**config.mk**
```make
export PLATFORM = sky130hd
export DESIGN_NAME = band_slot_table_policy_unit
export DESIGN_NICKNAME = d
export VERILOG_FILES = /design/src/rtl/core/bstp_pkg.sv /design/src/rtl/core/bstp_ram.sv /design/src/rtl/core/bstp_unit.sv /design/src/rtl/core/band_slot_table_policy_unit.sv
export SDC_FILE = /design/constraint.sdc
export NUM_CORES = 1
export LEC_CHECK = 0
export BUFFER_PORTS_ARGS = -buffer_cell sky130_fd_sc_hd__buf_2
export CAP_MARGIN = 20
export CELL_PAD_IN_SITES_DETAIL_PLACEMENT = 1
export CELL_PAD_IN_SITES_GLOBAL_PLACEMENT = 1
export CORE_MARGIN = 2
export CORE_UTILIZATION = 53
export DETAILED_ROUTE_END_ITERATION = 8
export GPL_TIMING_DRIVEN = 0
export PLACE_DENSITY = 0.77
export SLEW_MARGIN = 20
export SYNTH_ARGS = -nofsm -noshare
export SYNTH_HDL_FRONTEND = slang
export SYNTH_SLANG_ARGS = --single-unit
```
**constraint.sdc**
```tcl
create_clock -name clk_i -period 5.19 [get_ports clk_i]
set_input_delay 0 -clock clk_i [delete_from_list [all_inputs] [get_ports clk_i]]
set_output_delay 0 -clock clk_i [all_outputs]
set_load 0.01 [all_outputs]
```
**src/rtl/core/bstp_pkg.sv**
```systemverilog
// bstp_pkg: types and constants shared by the band slot table policy unit
// slot entry layout, scan unit result, request codes, status codes, sequencer states
// no dependencies
`default_nettype none

package bstp_pkg;

  // relay flag nibble bits
  localparam logic [3:0] FLAG_RELAY       = 4'h1;
  localparam logic [3:0] FLAG_TUNE        = 4'h2;
  localparam logic [3:0] FLAG_UNKNOWN     = 4'h4;
  localparam logic [3:0] FLAG_UNCONNECTED = 4'h8;

  // use count ceiling
  localparam logic [7:0] USE_MAX = 8'd255;

  // one stored slot, inductor in the low bits
  typedef struct packed {
    logic [7:0] use_cnt;
    logic [3:0] flags;
    logic [7:0] cap;
    logic [7:0] ind;
  } entry_t;

  localparam int unsigned ENTRY_W = $bits(entry_t);

  // contents of a slot that was never written since reset or erase
  localparam entry_t ENTRY_RESET = '{use_cnt: 8'd0, flags: FLAG_TUNE, cap: 8'd0, ind: 8'd0};

  // request kinds
  typedef enum logic [1:0] {
    ACT_SAVE      = 2'd0,
    ACT_ERASE     = 2'd1,
    ACT_ERASE_ALL = 2'd2,
    ACT_RELOAD    = 2'd3
  } action_e;

  // result status codes
  typedef enum logic [1:0] {
    ST_DONE      = 2'd0,
    ST_DUPLICATE = 2'd1,
    ST_NO_SLOT   = 2'd2,
    ST_RANGE     = 2'd3
  } status_e;

  // sequencer states
  typedef enum logic [2:0] {
    S_IDLE,
    S_DECODE,
    S_RD_USE,
    S_DUP,
    S_PICK,
    S_AGE,
    S_PLACE,
    S_OUT
  } state_e;

  // per-entry verdicts from the shared scan unit
  typedef struct packed {
    logic       dup;
    logic       elig;
    logic       less;
    logic       more;
    logic       zero;
    logic [7:0] aged_use;
  } scan_t;

  // one result item
  typedef struct packed {
    logic [3:0] flags;
    logic [7:0] cap;
    logic [7:0] ind;
    logic       relay_valid;
    logic [5:0] slot;
    status_e    status;
  } res_t;

endpackage

`default_nettype wire

```
**src/rtl/core/bstp_ram.sv**
```systemverilog
// bstp_ram: generic single write port, single read port RAM with registered read
// no dependencies
`default_nettype none

module bstp_ram #(
  parameter int unsigned WIDTH = 28,
  parameter int unsigned DEPTH = 16
) (
  input  wire logic                                        clk_i,
  input  wire logic                                        we_i,
  input  wire logic [((DEPTH > 1) ? $clog2(DEPTH) : 1)-1:0] waddr_i,
  input  wire logic [WIDTH-1:0]                            wdata_i,
  input  wire logic [((DEPTH > 1) ? $clog2(DEPTH) : 1)-1:0] raddr_i,
  output logic      [WIDTH-1:0]                            rdata_o
);

  logic [WIDTH-1:0] mem_q [DEPTH];

  // write port and registered read port
  always_ff @(posedge clk_i) begin
    if (we_i) begin
      mem_q[waddr_i] <= wdata_i;
    end
    rdata_o <= mem_q[raddr_i];
  end

endmodule

`default_nettype wire

```
**src/rtl/core/bstp_unit.sv**
```systemverilog
// bstp_unit: shared compare and decrement unit applied to one slot entry per cycle
// depends on bstp_pkg
`default_nettype none

module bstp_unit
  import bstp_pkg::*;
(
  input  wire entry_t      entry_i,
  input  wire logic [7:0]  key_l_i,
  input  wire logic [7:0]  key_c_i,
  input  wire logic        key_relay_i,
  input  wire logic [7:0]  min_i,
  input  wire logic [7:0]  max_i,
  output scan_t            scan_o
);

  // duplicate test on inductor, capacitor and relay bit
  assign scan_o.dup = (entry_i.ind == key_l_i) && (entry_i.cap == key_c_i) &&
                      (entry_i.flags[0] == key_relay_i);

  // slot may be overwritten when unconnected or tune
  assign scan_o.elig = ((entry_i.flags & (FLAG_UNCONNECTED | FLAG_TUNE)) != 4'd0);

  // use count against running minimum and maximum
  assign scan_o.less = (entry_i.use_cnt < min_i);
  assign scan_o.more = (entry_i.use_cnt > max_i);
  assign scan_o.zero = (entry_i.use_cnt == 8'd0);

  // ageing, floored at zero
  assign scan_o.aged_use = scan_o.zero ? 8'd0 : (entry_i.use_cnt - 8'd1);

endmodule

`default_nettype wire

```
**src/rtl/core/band_slot_table_policy_unit.sv**
```systemverilog
// band_slot_table_policy_unit: top level, slot table sequencer with shared scan unit
// depends on bstp_pkg, bstp_ram, bstp_unit
//
//  channel  dir  handshake                  payload
//  s_axis   in   s_axis_tvalid_i/tready_o   tuser: action; tdata: band, relay_l, relay_c,
//                                           relay_i, connected
//  m_axis   out  m_axis_tvalid_o/tready_i   tuser: status; tdata: slot_index, relay_valid,
//                                           out_l, out_c, out_flags
//
// erase, erase all and out-of-range requests go from decode to output; reload and
// connected save pass the read state in between; an unconnected save scans the table
// once for duplicates and once for the least used slot, plus one more read-modify-write
// sweep when ageing, the single RAM read port feeding the scan unit one slot per cycle
// reset clears slot valid bits at once, so no clearing pass is needed
// input is refused while a request is in work; a result waiting on m_axis stalls only
// the hand-over of the next result
`default_nettype none

module band_slot_table_policy_unit
  import bstp_pkg::*;
#(
  parameter int unsigned SLOT_COUNT = 16
) (
  input  wire logic        clk_i,
  input  wire logic        rst_ni,
  input  wire logic        s_axis_tvalid_i,
  output logic             s_axis_tready_o,
  input  wire logic [31:0] s_axis_tdata_i,   // band[5:0], relay_l[13:6], relay_c[21:14],
                                             // relay_i[25:22], connected[26], zero pad
  input  wire logic [1:0]  s_axis_tuser_i,   // action[1:0]
  output logic             m_axis_tvalid_o,
  input  wire logic        m_axis_tready_i,
  output logic      [31:0] m_axis_tdata_o,   // slot_index[5:0], relay_valid[6], out_l[14:7],
                                             // out_c[22:15], out_flags[26:23], zero pad
  output logic      [1:0]  m_axis_tuser_o    // status[1:0]
);

  localparam int unsigned AW = (SLOT_COUNT > 1) ? $clog2(SLOT_COUNT) : 1;
  localparam int unsigned IW = $clog2(SLOT_COUNT + 1);

  // sequencer and scan state
  state_e            state_q, state_d;
  logic [IW-1:0]     idx_q, idx_d;
  logic              dv_q, dv_d;
  logic [AW-1:0]     didx_q, didx_d;
  logic              found_q, found_d;
  logic              stop_q, stop_d;
  logic [7:0]        min_q, min_d;
  logic [7:0]        max_q, max_d;
  logic [AW-1:0]     chosen_q, chosen_d;
  logic [SLOT_COUNT-1:0] valid_q, valid_d;

  // captured request
  action_e           act_q, act_d;
  logic [5:0]        band_q, band_d;
  logic [7:0]        l_q, l_d;
  logic [7:0]        c_q, c_d;
  logic [3:0]        i_q, i_d;
  logic              conn_q, conn_d;

  // pending and presented results
  res_t              res_q, res_d;
  res_t              out_q, out_d;
  logic              out_valid_q, out_valid_d;

  // memory and scan unit wiring
  logic              we;
  logic [AW-1:0]     waddr;
  entry_t            wdata;
  logic [AW-1:0]     raddr;
  logic [ENTRY_W-1:0] rdata;
  entry_t            eff;
  scan_t             scan;
  logic              issue;
  logic              in_range;
  logic [AW-1:0]     slot;
  logic              accept;

  assign accept   = s_axis_tvalid_i && s_axis_tready_o;
  assign in_range = (band_q != 6'd0) && ({1'b0, band_q} <= 7'(SLOT_COUNT));
  assign slot     = AW'(band_q - 6'd1);
  assign issue    = (idx_q < IW'(SLOT_COUNT));

  // never-written slots read as their reset contents
  assign eff = valid_q[didx_q] ? entry_t'(rdata) : ENTRY_RESET;

  bstp_ram #(
    .WIDTH (ENTRY_W),
    .DEPTH (SLOT_COUNT)
  ) u_ram (
    .clk_i   (clk_i),
    .we_i    (we),
    .waddr_i (waddr),
    .wdata_i (wdata),
    .raddr_i (raddr),
    .rdata_o (rdata)
  );

  bstp_unit u_unit (
    .entry_i     (eff),
    .key_l_i     (l_q),
    .key_c_i     (c_q),
    .key_relay_i (i_q[0]),
    .min_i       (min_q),
    .max_i       (max_q),
    .scan_o      (scan)
  );

  // state and datapath registers
  always_ff @(posedge clk_i or negedge rst_ni) begin
    if (!rst_ni) begin
      state_q     <= S_IDLE;
      idx_q       <= '0;
      dv_q        <= 1'b0;
      found_q     <= 1'b0;
      stop_q      <= 1'b0;
      valid_q     <= '0;
      out_valid_q <= 1'b0;
    end else begin
      state_q     <= state_d;
      idx_q       <= idx_d;
      dv_q        <= dv_d;
      found_q     <= found_d;
      stop_q      <= stop_d;
      valid_q     <= valid_d;
      out_valid_q <= out_valid_d;
    end
  end

  always_ff @(posedge clk_i) begin
    didx_q   <= didx_d;
    min_q    <= min_d;
    max_q    <= max_d;
    chosen_q <= chosen_d;
    act_q    <= act_d;
    band_q   <= band_d;
    l_q      <= l_d;
    c_q      <= c_d;
    i_q      <= i_d;
    conn_q   <= conn_d;
    res_q    <= res_d;
    out_q    <= out_d;
  end

  // next state and outputs
  always_comb begin
    state_d     = state_q;
    idx_d       = idx_q;
    dv_d        = dv_q;
    didx_d      = didx_q;
    found_d     = found_q;
    stop_d      = stop_q;
    min_d       = min_q;
    max_d       = max_q;
    chosen_d    = chosen_q;
    valid_d     = valid_q;
    act_d       = act_q;
    band_d      = band_q;
    l_d         = l_q;
    c_d         = c_q;
    i_d         = i_q;
    conn_d      = conn_q;
    res_d       = res_q;
    out_d       = out_q;
    out_valid_d = out_valid_q && !m_axis_tready_i;
    we          = 1'b0;
    waddr       = didx_q;
    wdata       = eff;
    raddr       = idx_q[AW-1:0];
    s_axis_tready_o = 1'b0;

    // scan walk: one read issued and one entry checked per cycle
    if (state_q == S_DUP || state_q == S_PICK || state_q == S_AGE) begin
      dv_d = issue;
      if (issue) begin
        idx_d  = idx_q + IW'(1);
        didx_d = idx_q[AW-1:0];
      end
    end

    case (state_q)
      S_IDLE: begin
        s_axis_tready_o = 1'b1;
        if (s_axis_tvalid_i) begin
          act_d   = action_e'(s_axis_tuser_i);
          band_d  = s_axis_tdata_i[5:0];
          l_d     = s_axis_tdata_i[13:6];
          c_d     = s_axis_tdata_i[21:14];
          i_d     = s_axis_tdata_i[25:22];
          conn_d  = s_axis_tdata_i[26];
          state_d = S_DECODE;
        end
      end

      S_DECODE: begin
        res_d = '{flags: 4'd0, cap: 8'd0, ind: 8'd0, relay_valid: 1'b0, slot: 6'd0,
                  status: ST_RANGE};
        case (act_q)
          ACT_SAVE: begin
            if (!conn_q) begin
              idx_d   = '0;
              dv_d    = 1'b0;
              state_d = S_DUP;
            end else if (in_range) begin
              raddr   = slot;
              didx_d  = slot;
              state_d = S_RD_USE;
            end else begin
              state_d = S_OUT;
            end
          end
          ACT_ERASE: begin
            if (in_range) begin
              valid_d[slot] = 1'b0;
              res_d = '{flags: FLAG_TUNE, cap: 8'd0, ind: 8'd0, relay_valid: 1'b1,
                        slot: 6'(slot), status: ST_DONE};
            end
            state_d = S_OUT;
          end
          ACT_ERASE_ALL: begin
            valid_d = '0;
            res_d = '{flags: FLAG_TUNE, cap: 8'd0, ind: 8'd0, relay_valid: 1'b1,
                      slot: 6'd0, status: ST_DONE};
            state_d = S_OUT;
          end
          ACT_RELOAD: begin
            if (in_range) begin
              raddr   = slot;
              didx_d  = slot;
              state_d = S_RD_USE;
            end else begin
              state_d = S_OUT;
            end
          end
          default: begin
            state_d = S_OUT;
          end
        endcase
      end

      S_RD_USE: begin
        if (act_q == ACT_RELOAD) begin
          if ((eff.flags & FLAG_UNKNOWN) != 4'd0) begin
            res_d = '{flags: FLAG_TUNE, cap: 8'd0, ind: 8'd0, relay_valid: 1'b1,
                      slot: 6'(didx_q), status: ST_DONE};
          end else begin
            res_d = '{flags: eff.flags, cap: eff.cap, ind: eff.ind, relay_valid: 1'b1,
                      slot: 6'(didx_q), status: ST_DONE};
          end
        end else begin
          // connected save keeps the use count
          we              = 1'b1;
          wdata           = '{use_cnt: eff.use_cnt, flags: i_q, cap: c_q, ind: l_q};
          valid_d[didx_q] = 1'b1;
          res_d = '{flags: 4'd0, cap: 8'd0, ind: 8'd0, relay_valid: 1'b0,
                    slot: 6'(didx_q), status: ST_DONE};
        end
        state_d = S_OUT;
      end

      S_DUP: begin
        if (dv_q && scan.dup) begin
          res_d = '{flags: 4'd0, cap: 8'd0, ind: 8'd0, relay_valid: 1'b0,
                    slot: 6'(didx_q), status: ST_DUPLICATE};
          state_d = S_OUT;
        end else if (!issue && !dv_q) begin
          idx_d    = '0;
          dv_d     = 1'b0;
          found_d  = 1'b0;
          stop_d   = 1'b0;
          min_d    = 8'd0;
          max_d    = 8'd0;
          chosen_d = '0;
          state_d  = S_PICK;
        end
      end

      S_PICK: begin
        // least used eligible slot, stopping at the first unused one
        if (dv_q && !stop_q && scan.elig) begin
          if (!found_q || scan.less) begin
            min_d    = eff.use_cnt;
            chosen_d = didx_q;
          end
          if (scan.more) begin
            max_d = eff.use_cnt;
          end
          found_d = 1'b1;
          if (scan.zero) begin
            stop_d = 1'b1;
          end
        end
        if (!issue && !dv_q) begin
          if (!found_q) begin
            res_d = '{flags: 4'd0, cap: 8'd0, ind: 8'd0, relay_valid: 1'b0,
                      slot: 6'd0, status: ST_NO_SLOT};
            state_d = S_OUT;
          end else if (min_q > 8'd1) begin
            idx_d   = '0;
            dv_d    = 1'b0;
            state_d = S_AGE;
          end else begin
            state_d = S_PLACE;
          end
        end
      end

      S_AGE: begin
        // write back each stored slot with its count lowered
        if (dv_q && valid_q[didx_q]) begin
          we    = 1'b1;
          wdata = '{use_cnt: scan.aged_use, flags: eff.flags, cap: eff.cap, ind: eff.ind};
        end
        if (!issue && !dv_q) begin
          state_d = S_PLACE;
        end
      end

      S_PLACE: begin
        we                = 1'b1;
        waddr             = chosen_q;
        wdata             = '{use_cnt: (max_q == USE_MAX) ? USE_MAX : (max_q + 8'd1),
                              flags: i_q | FLAG_UNCONNECTED, cap: c_q, ind: l_q};
        valid_d[chosen_q] = 1'b1;
        res_d = '{flags: 4'd0, cap: 8'd0, ind: 8'd0, relay_valid: 1'b0,
                  slot: 6'(chosen_q), status: ST_DONE};
        state_d = S_OUT;
      end

      S_OUT: begin
        if (!out_valid_q || m_axis_tready_i) begin
          out_d       = res_q;
          out_valid_d = 1'b1;
          state_d     = S_IDLE;
        end
      end

      default: begin
        state_d = S_IDLE;
      end
    endcase
  end

  // output port packing
  assign m_axis_tvalid_o = out_valid_q;
  assign m_axis_tuser_o  = out_q.status;
  assign m_axis_tdata_o  = {5'd0, out_q.flags, out_q.cap, out_q.ind, out_q.relay_valid,
                            out_q.slot};

  // scans for duplicates and for the least used slot never modify the table
  a_scan_no_write: assert property (@(posedge clk_i) disable iff (!rst_ni)
    (state_q == S_DUP || state_q == S_PICK) |-> !we)
    else $error("table written during a read-only scan");

  // a slot is only placed after an eligible one was found
  a_place_found: assert property (@(posedge clk_i) disable iff (!rst_ni)
    (state_q == S_PLACE) |-> found_q)
    else $error("placement without an eligible slot");

  // ageing only runs when the smallest count exceeds one
  a_age_min: assert property (@(posedge clk_i) disable iff (!rst_ni)
    (state_q == S_AGE) |-> (min_q > 8'd1))
    else $error("ageing started with minimum count of one or less");

  // an accepted request closes the input until its result is handed over
  a_busy_after_accept: assert property (@(posedge clk_i) disable iff (!rst_ni)
    accept |=> !s_axis_tready_o)
    else $error("input reopened right after accepting a request");

endmodule

`default_nettype wire
```
; Word-level counts from Yosys, hierarchy flattened
; Memory sizes are Yosys's and may differ from the RTL's. A register that Yosys moved wholly into a read port is not among the register bits.
; Index checks and enable logic that the tools add are counted.
; Widths: inputs -> output; s select.
[op_classes]
n_addsub = 4
n_lt_le_gt_ge = 11
eq_ne = 30
muxes = 96
bitwise_logic = 4
reduce_logical = 41
[ops]
columns = operator, count
row1 = $mux 29, 5
row2 = $pmux 29 s5, 1
row3 = $pmux 28 s3, 1
row4 = $mux 8, 8
row5 = $mux 28, 2
row6 = $pmux 27 s2, 1
row7 = $mux 4, 13
row8 = $pmux 16 s3, 1
row9 = $mux 5, 9
row10 = $mux 16, 2
row11 = $or 16x16->16, 2
row12 = $pmux 16 s2, 1
row13 = $pmux 8 s2, 2
row14 = $mux 27, 1
row15 = $mux 1, 24
row16 = $mux 3, 8
row17 = $pmux 4 s2, 3
row18 = $pmux 3 s7, 1
row19 = $mux 20, 1
row20 = $reduce_and 5->1, 4
row21 = $and 16x16->16, 1
row22 = $eq 8x8->1, 2
row23 = $not 16->16, 1
row24 = $lt 4x5->1 const B, 3
row25 = other kinds (42), 89
[totals]
register_bits = 139
mem_bits_rw = 448
input_bits = 38
out_inout_bits = 36
word_cells = 216
memories = 1
[mem_list]
columns = name, words, word_bits, read_ports, rd_ports_with_merged_regs, write_ports, line_no
row1 = u_ram.mem_q, 16, 28, 1, 1, 1, bstp_ram.sv:17  ; logic [WIDTH-1:0] mem_q [DEPTH];

; Depth between registers and ports, before layout
; Gate-level depths: netlist of the first run.
[depth]
word_depth = 10
depth_mapped = 18
ltp_nobuf = 13

; Hierarchy
; From an unflattened synthesis of the first run, not the netlist that was laid out.
[unflattened]
hier_cells = 1427
area_unflattened_um2 = 25059.0
[by_module_without_submodules]
columns = module, n_inst, cells_per_inst, area_each_um2, seq_area_each_um2
row1 = bstp_ram, 1, 735, 17523.1, 14013.4
row2 = band_slot_table_policy_unit, 1, 586, 6766.5, 3813.7
row3 = bstp_unit, 1, 106, 769.5, 0.0

; Least setup slack after synthesis of the first run
; Ideal clock, no wire load.
[synth_path]
kind = register to register
from = register didx_q[0]
to = register res_q[0] (netlist name), enable pin
setup_time_ns = 0.425
arrival_ns = 3.488
required_time_ns = 4.765
setup_slack_ns = 1.277
stages_incl_launch_ff = 11
n_path_buf = 3
period_less_slack_ns = 3.913
cell_sequence = dfxtp_1 buf_2 mux4_2 a22oi_1 nand2_1 buf_2 buf_2 mux2i_1 a21oi_1 nand4b_1 a31oi_1
[synth_via]
elab_chain_len = 9
elab_cells_between_ends = 11
cone_classes = 4 x eq/ne / 3 x mux / 4 x reduce/logical
[synth_lines]
columns = item, line_no
row1 = start: declaration, band_slot_table_policy_unit.sv:45  ; logic [AW-1:0] didx_q, didx_d;
row2 = start signal: assignment, band_slot_table_policy_unit.sv:131  ; didx_q <= didx_d;
row3 = $bmux 1 s4 (*), band_slot_table_policy_unit.sv:85  ; assign eff = valid_q[didx_q] ? entry_t'(rdata) : ENTRY_RESET;
row4 = $mux 1 (not written as such) (*), band_slot_table_policy_unit.sv:85
row5 = $mux 28 (*), band_slot_table_policy_unit.sv:85
row6 = $eq 8x8->1, bstp_unit.sv:18  ; assign scan_o.dup = (entry_i.ind == key_l_i) && (entry_i.cap == key_c_i) &&
row7 = $logic_and 1x1->1, bstp_unit.sv:18
row8 = $logic_and 1x1->1 (*), bstp_unit.sv:18
row9 = $logic_and 1x1->1 (*), band_slot_table_policy_unit.sv:262  ; if (dv_q && scan.dup) begin
row10 = $ne 2x1->1 (no source line) (*), --
row11 = $reduce_and 4->1 (no source line) (*), --
row12 = end signal: assignment, band_slot_table_policy_unit.sv:141  ; res_q <= res_d;
row13 = end: declaration, band_slot_table_policy_unit.sv:62  ; res_t res_q, res_d;
; Every way passes the cells marked *; elsewhere a longest branch is shown, timed or not. The select of a mux whose other input is x is not followed.
; A chain may end at the register's enable or synchronous reset.

; Worst setup path in the final report of the first run
[layout_path]
from = register didx_q[2]
to = register max_q[1], enable pin
[layout_via]
elab_chain_len = 9
elab_cells_between_ends = 16
cone_classes = 1 x order compare / 6 x eq/ne / 3 x mux / 6 x reduce/logical
[layout_lines]
columns = item, line_no
row1 = $bmux 1 s4 (*), band_slot_table_policy_unit.sv:85
row2 = $mux 1 (not written as such) (*), band_slot_table_policy_unit.sv:85
row3 = $mux 28 (*), band_slot_table_policy_unit.sv:85
row4 = "parallel branches: the longest is 5 deep, another holds $gt 8x8->1", --
row5 = $reduce_and 5->1 (no source line) (*), --
row6 = end signal: assignment, band_slot_table_policy_unit.sv:133  ; max_q <= max_d;
row7 = end: declaration, band_slot_table_policy_unit.sv:49  ; logic [7:0] max_q, max_d;
; Every way passes the cells marked *. The select of a mux whose other input is x is not followed.

==> results of run 1 <==
[power by group through the flow]
stage | combinational (mW) | clock, mW | sequential, mW
finish | 6.78 | 4.29 | 7.68
global route | 7.25 | 4.51 | 7.74
CTS | 6.67 | 4.32 | 7.66
detailed placement | 6.54 | 0 | 7.74
global placement | 5.94 | 0 | 7.73
floorplan | 4.03 | 0 | 7.59
[through the flow]
stage	TNS, ns	cell area [sq um]
floorplan	0	24700
CTS	0	28700
global route	0	28700
detailed placement	0	26400
finish	0	28700
global placement	-199.53	25800
[what timing repair did]
item | 4_1_cts | 5_1_grt
hold buffers | 34 | 0
resized for setup | 0 | 1
hold endpoints to repair | 60 | 0
endpoints found under the setup margin | 0 | 20
[cells in the final DEF (no fill, tap or decap), drive strengths merged, types with 9 or more instances in the layout]
cell type      n
edfxtp       549
buf          125
nand2        123
mux4         114
clkbuf       104
nor2          87
a21oi         66
a22oi         62
o21ai         56
inv           41
dlygate4sd3   33
nand3         32
dfxtp         32
clkinv        29
dfrtp         28
ha            23
and2          23
nor3          18
a31oi         17
xnor2         15
mux2i          9
xor2           9
[final timing paths]
check	from	cells after the start	endpoint
worst max-delay path	didx_q[2]	16	max_q[1]
min in group asynchronous	rst_ni	4	valid_q[12]
worst min register to register	res_q[26]	0	m_axis_tdata_o[24]
max in group asynchronous	rst_ni	4	stop_q
worst min-delay path	s_axis_tdata_i[20]	2	c_q[6]
worst max register to register	didx_q[2]	16	max_q[1]
[cell families (layout without fill, tap and decap cells)]
family                     count (synthesis)  in the layout
buffers and inverters                    117            342
DFF                                      609            609
AOI/OAI and AO/OA                        255            255
adders and majority gates                 25             25
muxes                                    124            124
and+or+nand+nor                          329            329
xor gates and xnor gates                  24             24
other                                      1              8
[flip-flops by register name (all words and copies together) (netlist names), 3 cells and up]
signal and count:
u_ram.mem_q 448, u_ram.rdata_o 28, res_q 26, m_axis_tdata_o 24, valid_q 16, c_q 8
l_q 8, max_q 8, min_q 8, band_q 6, idx_q 5, chosen_q 4
didx_q 4, i_q 4, state_q 3
[layout make-up]
class / count / area, sq um / share of cell area (%)
buffer: 74 / 404 / 1.41
clock buffer: 70 / 1580 / 5.49
clock inverter: 38 / 350 / 1.22
inverter: 42 / 158 / 0.549
multi-input combinational: 765 / 6540 / 22.8
sequential: 609 / 17800 / 62.0
tap: 607 / 759 / 2.64
timing repair buffer: 118 / 1120 / 3.90
[per-layer routing]
layer  wire length [um]  global-route usage [%]  vias up  share of wire, %
met3               4940                    4.58      140               7.2
met1              27600                    39.8     7625                40
met4               1870                    9.11        0               2.7
met2              33900                    48.4      708                50
met5                  0                       0        -                 0
li1                   -                       -     6203                 -
==> results.md, run 1 <==
- Placed Instances: 2,181
- Share of the yosys chip area belonging to registers: 72.1%
- Switch share: 36.8%
- Syn Area/Cell: 16.7 sq um
- Chip Width: 220 um
- Ranking of synthesized cells by area: edfxtp_1 (67%), mux4_2 (10%), dfrtp_1 (2.8%)
- Mapped Area: 0.0247 sq mm
- LEAKAGE: 9.83 nW
- Net switching power: 6.89 mW
- # setup viols final: 0
- Multiplexer share of the synthesized area: 10.8%
- Post-synth top flop: edfxtp_1
- Fin worst setup slack: 0.239 ns
- Clock latency on the worst-skew pair: 0.64 ns
- # diodes: 0
- Initial DRT Pass Iterations: 6
- MaxCap Viol Count: 0
- Clock-pin slew on the worst setup and hold paths: 0.07 ns
- Top-area cell type share of the netlist area: 66.7%
- Post-synthesis compound-gate area fraction: 6.57%
- Final net count: 1,730
- Vias in the first global route: 15,700
- Die Height: 220 um
- Fin crit share: 95.4%
- Register bit total from synthesis: 609
- Post-Place Worst Slack: 0.109 ns
- Reg2reg setup slack: 0.24 ns
- Remaining global-route overflow: 0
- Full die area: 0.0484 sq mm
- Adder-Cell Fraction of Synth Area: 1.25%
- Port Buf Inserts: 60
- Final hold viol count: 0
- RSZ-0062 raised after global routing: no
- Worst setup EP type: flip-flop
- Synth Area in Simple Gates: 6.06%
- Share of cells above drive strength 1: 21.2%
- Setup bufs post-CTS: 0
- Outcome: complete, no violations
- Post-synthesis xor/xnor area fraction: 0.881%
- Area grow syn2layout: 16.3%
- Vias per cell: 6.32
- Max frequency: 202 MHz
- Antenna violations before repair: 0
- CTS max path bufs: 3
- Most common cell in the netlist: edfxtp_1
- CTS tree: built
- Wire length per cell: 29.4 um
- First-pass GRT wire length: 102 mm
- Yosys warnings: 0
- Largest net degree at the start of global routing: 30
- Clock skew: 0.0425 ns
- Hold crit path type: in -> reg
- Worst endpoint data arrival time: 5.24 ns
- Slowest stage delay, CP: 0.59 ns
- Hold WS: 0.0772 ns
- Cell Chain, Critical Path: inv_1 -> a221oi_1 -> a22oi_1 -> nand2_1 -> buf_2 -> buf_2 -> buf_2 -> nand2_1 -> ha_1 -> or3_1 -> nand2_1 -> a32o_1 -> a2bb2oi_1 -> maj3_1 -> nor2_1 -> o21a_2
- H-Tree Level Count: 2
- Post-synthesis cell count: 1,484
- Top Ports: 74
- Setup CP Type: reg -> reg
- Largest family of logic cells by synthesized area: multiplexers
- Worst Tran Pin Value: 1.12 ns
- Routability cong.: 0.872
- Max VDD drop: 0.421 mV
- Clock share of power: 22.9%
- CP Max Fanout: 10
- Slew HR: 24.9%
- Initial core utilization: 53.4%
- Rows: 79
- Dpl hpwl: 44.7 mm
- Final slew viol count: 0
- Min Tclk post-route: 4.95 ns
- Post-synth EDFFs: 549
- Fin cells: 2,323
- Largest area contributor in the netlist: edfxtp_1
- Vias: 14,700
- Final WL: 68.2 mm
- Asr flop ratio synth: 4.60%
- CP Data Required Time: 5.48 ns
- Total power: 18.7 mW
- Clk sinks: 609
- Startpoint types: flip-flop
- Violation count after the first detailed-routing iteration: 1,450
- Internal power: 11.9 mW
- Fill cell count: 4,133
- Flop pwr share: 40.9%
- Drt drc: 0
- Cell variety after synth: 63
- PwrDens: 652 mW/mm^2
- CTS Buf Count: 59
- CP max stage cell: dfxtp_1
- ANT nets after route: 0
- Fin util: 62.1%
- Synth cell count leaders: edfxtp_1 (549), nand2_1 (123), mux4_2 (114)
- GR Util All Layers: 29.1%
- Worst path bufs/invs: 4
- Comb power frac: 36.2%
- Core box area: 0.0463 sq mm
- Clock Tree Root: clkbuf_16
- CP top delay family: buffers and inverters
Note: power is estimated with default switching activity, not from simulation.
==> run 2, diff against run 1 <==
- CORE_UTILIZATION: 53 -> 54
- PLACE_DENSITY: 0.77 -> 0.78
- SYNTH_HIERARCHICAL: default -> 1
==> run 2 against run 1 <==
  * Routed wire length is 0.13% lower
  * Via count is 0.75% lower
  * Die area is 0.46% lower
  * Critical path depth is 4 lower
  * Utilization is 1.5 points higher
  * Combinational power is 4.3% higher
  * Flip-flop and latch count stayed put
  * First-iteration DRC count is 4.8% lower
  * Synthesized cell count is 3.8% lower
  * Clock-buffer cell count is 14 higher
  * Sequential share of layout area is 0.60 points lower
  * Largest power group unchanged
  * Highest routed layer is now met5
==> results.md, run 2 <==
- Outcome: complete, no violations
- Worst setup EP type: flip-flop
- Initial DRT Pass Iterations: 5 (-1)
- H-Tree Level Count: 2 (unchanged)
- R2R Path Start: band_q[0]
- Fin worst setup slack: 0.242 ns (+0.00319 ns)
- Final slew viol count: 0 (unchanged)
- Register bit total from synthesis: 609 (unchanged)
- Antenna violations before repair: 3 (+3)
- Mapped Area: 0.0251 sq mm (+1.4%)
- Setup_tns: 0 ns (unchanged)
- Min Tclk post-route: 4.95 ns (-0.00319 ns)
- Remaining global-route overflow: 0 (unchanged)
- Synth cell count leaders: edfxtp_1 (549), mux4_2 (100), nand2_1 (88)
- Port Buf Inserts: 60 (unchanged)
- CTS tree: built
- Terminus of the critical flop-to-flop path: u_ram/rdata_o[6]
- Drt drc: 0 (unchanged)
- ANT nets after route: 0 (unchanged)
- Clock Tree Root: clkbuf_16
- Setup CP Type: reg -> reg
- Largest net degree at the start of global routing: 30 (unchanged)
- Worst Tran Pin Value: 1.13 ns (+0.0157 ns)
- Biggest regs: u_ram/mem_q: 448 flops, u_ram/rdata_o: 28 flops, res_q: 26 flops
- Wire length per cell: 30.0 um (+2.1%)
- Clk sinks: 609 (unchanged)
- Largest area contributor in the netlist: edfxtp_1
- Max frequency: 202 MHz (about the same)
- CP Data Required Time: 5.67 ns (+0.19 ns)
- Top reg by flops: u_ram/mem_q
- Cell variety after synth: 73 (+16%)
- Vias in the first global route: 15,700 (-0.13%)
- Asr flop ratio synth: 4.60% (unchanged)
- CP Max Fanout: 10 (unchanged)
- Most common cell in the netlist: edfxtp_1
- Core box area: 0.0456 sq mm (-1.5%)
- Setup bufs post-CTS: 0 (unchanged)
- Top-area cell type share of the netlist area: 65.8% (-0.93 points)
- Initial core utilization: 55.0% (+1.6 points)
- Reg2reg setup slack: 0.24 ns (about the same)
- RSZ-0062 raised after global routing: no
- Syn Area/Cell: 17.6 sq um (+5.5%)
- Fin crit share: 95.3% (about the same)
- GR Util All Layers: 29.2% (+0.12 points)
- Routability cong.: 0.859 (-1.5%)
- Top Ports: 74 (unchanged)
- Vias: 14,600 (-0.75%)
- Worst endpoint data arrival time: 5.43 ns (+0.19 ns)
- Slew HR: 24.1% (-0.82 points)
- Share of the yosys chip area belonging to registers: 71.1% (-1.0 points)
- # diodes: 0 (unchanged)
- CP endpoint: u_ram/rdata_o[6]
- Final WL: 68.1 mm (-0.13%)
- Clock latency on the worst-skew pair: 0.63 ns (about the same)
- Full die area: 0.0481 sq mm (-0.46%)
- Vias per cell: 6.41 (+1.4%)
- CTS max path bufs: 3 (unchanged)
- Dpl hpwl: 44.3 mm (-0.79%)
- Startpoint types: flip-flop
- Share of cells above drive strength 1: 22.7% (+1.4 points)
- Ranking of synthesized cells by area: edfxtp_1 (66%), mux4_2 (9.0%), dfrtp_1 (2.8%)
- # setup viols final: 0 (unchanged)
- Final net count: 1,687 (-2.5%)
- Post-Place Worst Slack: 0.195 ns (+0.0855 ns)
- Commonest non-fill, non-tap cell in the layout: edfxtp_1
- Commonest non-fill, non-tap cells in the layout: edfxtp_1 (549), mux4_2 (100), nand2_1 (88), buf_2 (69)
- PwrDens: 652 mW/mm^2 (about the same)
- Max VDD drop: 0.341 mV (-19%)
- First-pass GRT wire length: 102 mm (about the same)
- Hold crit path type: in -> reg
- Clock skew: 0.0290 ns (-0.0135 ns)
- Chip Width: 219 um (-0.23%)
- CTS Buf Count: 60 (+1.7%)
- Yosys warnings: 6 (+6)
- Post-synth top flop: edfxtp_1
- Violation count after the first detailed-routing iteration: 1,381 (-4.8%)
- Fin util: 63.7% (+1.5 points)
- Max FFs per register: 448 (unchanged)
- MaxCap Viol Count: 0 (unchanged)
- Post-synthesis cell count: 1,427 (-3.8%)
- Rows: 78 (-1.3%)
- CP startpoint: band_q[0]
- Clock-pin slew on the worst setup and hold paths: 0.06 ns (about the same)
- LEAKAGE: 10.2 nW (+3.2%)
- Final hold viol count: 0 (unchanged)
- Die Height: 219 um (-0.23%)
- Total power: 18.9 mW (+0.89%)
- Post-synth EDFFs: 549 (unchanged)
- Worst reg-to-reg path cell count: 12 (-4)
- Area grow syn2layout: 15.8%
run 2: cells by family after synthesis:
logic type | count (synthesis) | share of synthesized area, %
xor gates and xnor gates | 29 | 1.01
DFF | 609 | 71.1
and+or+nand+nor | 302 | 6.42
other | 1 | 0.0150
AOI/OAI and AO/OA | 206 | 5.55
muxes | 146 | 12.1
adders and majority gates | 28 | 1.40
buffers and inverters | 106 | 2.37
run 2: area by class of cell:
| cell class | instances | area (sq um) |
|---|---|---|
| Inverter | 29 | 109 |
| Buffer | 77 | 484 |
| Multi-Input combinational cell | 719 | 6810 |
| Sequential cell | 609 | 17800 |
| Timing Repair Buffer | 125 | 1090 |
| Fill cell | 3899 | 16600 |
| Clock buffer | 84 | 1660 |
| Tap cell | 600 | 751 |
| Clock inverter | 30 | 288 |
run 2: critical path: stages, from the launching register on:
cell,delay [ns]
edfxtp_1,0.57
inv_1,0.21
ha_1,0.15
nor3b_1,0.39
xnor2_1,0.24
and2_1,0.24
nand3_1,0.30
o2bb2ai_1,0.65
buf_2,0.37
clkbuf_1,0.73
mux4_2,0.41
a22oi_1,0.38
nand2_1,0.14
run 2: metal layers:
layer	wire, um	part of all wire (%)	GRT usage, %	vias up
met5	13	0.019	0	-
met4	2190	3.2	10.5	2
met3	4770	7.0	4.01	159
met2	34000	50	49.2	670
met1	27200	40	39.2	7665
li1	-	-	-	6070
run 2: where the power goes:
part / leakage [nW] / switching (mW) / internal (mW)
Clock: 0.946 / 1.86 / 2.48
Sequential: 5.67 / 0.386 / 7.11
Combinational: 3.54 / 4.49 / 2.58
run 2: per-stage QoR:
| stage | hold WS, ns | area, sq um | std cells |
|---|---|---|---|
| 2_1_floorplan | -0.296 | 25100 | 1434 |
| 3_3_place_gp | 0.0851 | 26100 | 2094 |
| 3_5_place_dp | 0.0874 | 26700 | 2125 |
| 4_1_cts | 0.0624 | 29000 | 2273 |
| 5_1_grt | 0.0840 | 29000 | 2273 |
| 6_report | 0.0923 | 29000 | 2273 |
run 2: timing repair:
action	4_1_cts	5_1_grt
hold endpoints to repair	60	0
hold buffers	34	0
gates resized for setup	0	1
setup endpoints to repair	0	11
run 2: worst min-delay path by stage:
stage,start,end,slack (ns),cells after the start
after global placement,rst_ni,valid_q[6],0.09,1
final,s_axis_tdata_i[11],l_q[5],0.09,2
after floorplan,rst_ni,dv_q,-0.30,0
after detailed placement,rst_ni,valid_q[6],0.09,1
after global routing,s_axis_tdata_i[11],l_q[5],0.08,2
after CTS,s_axis_tdata_i[7],l_q[1],0.06,2
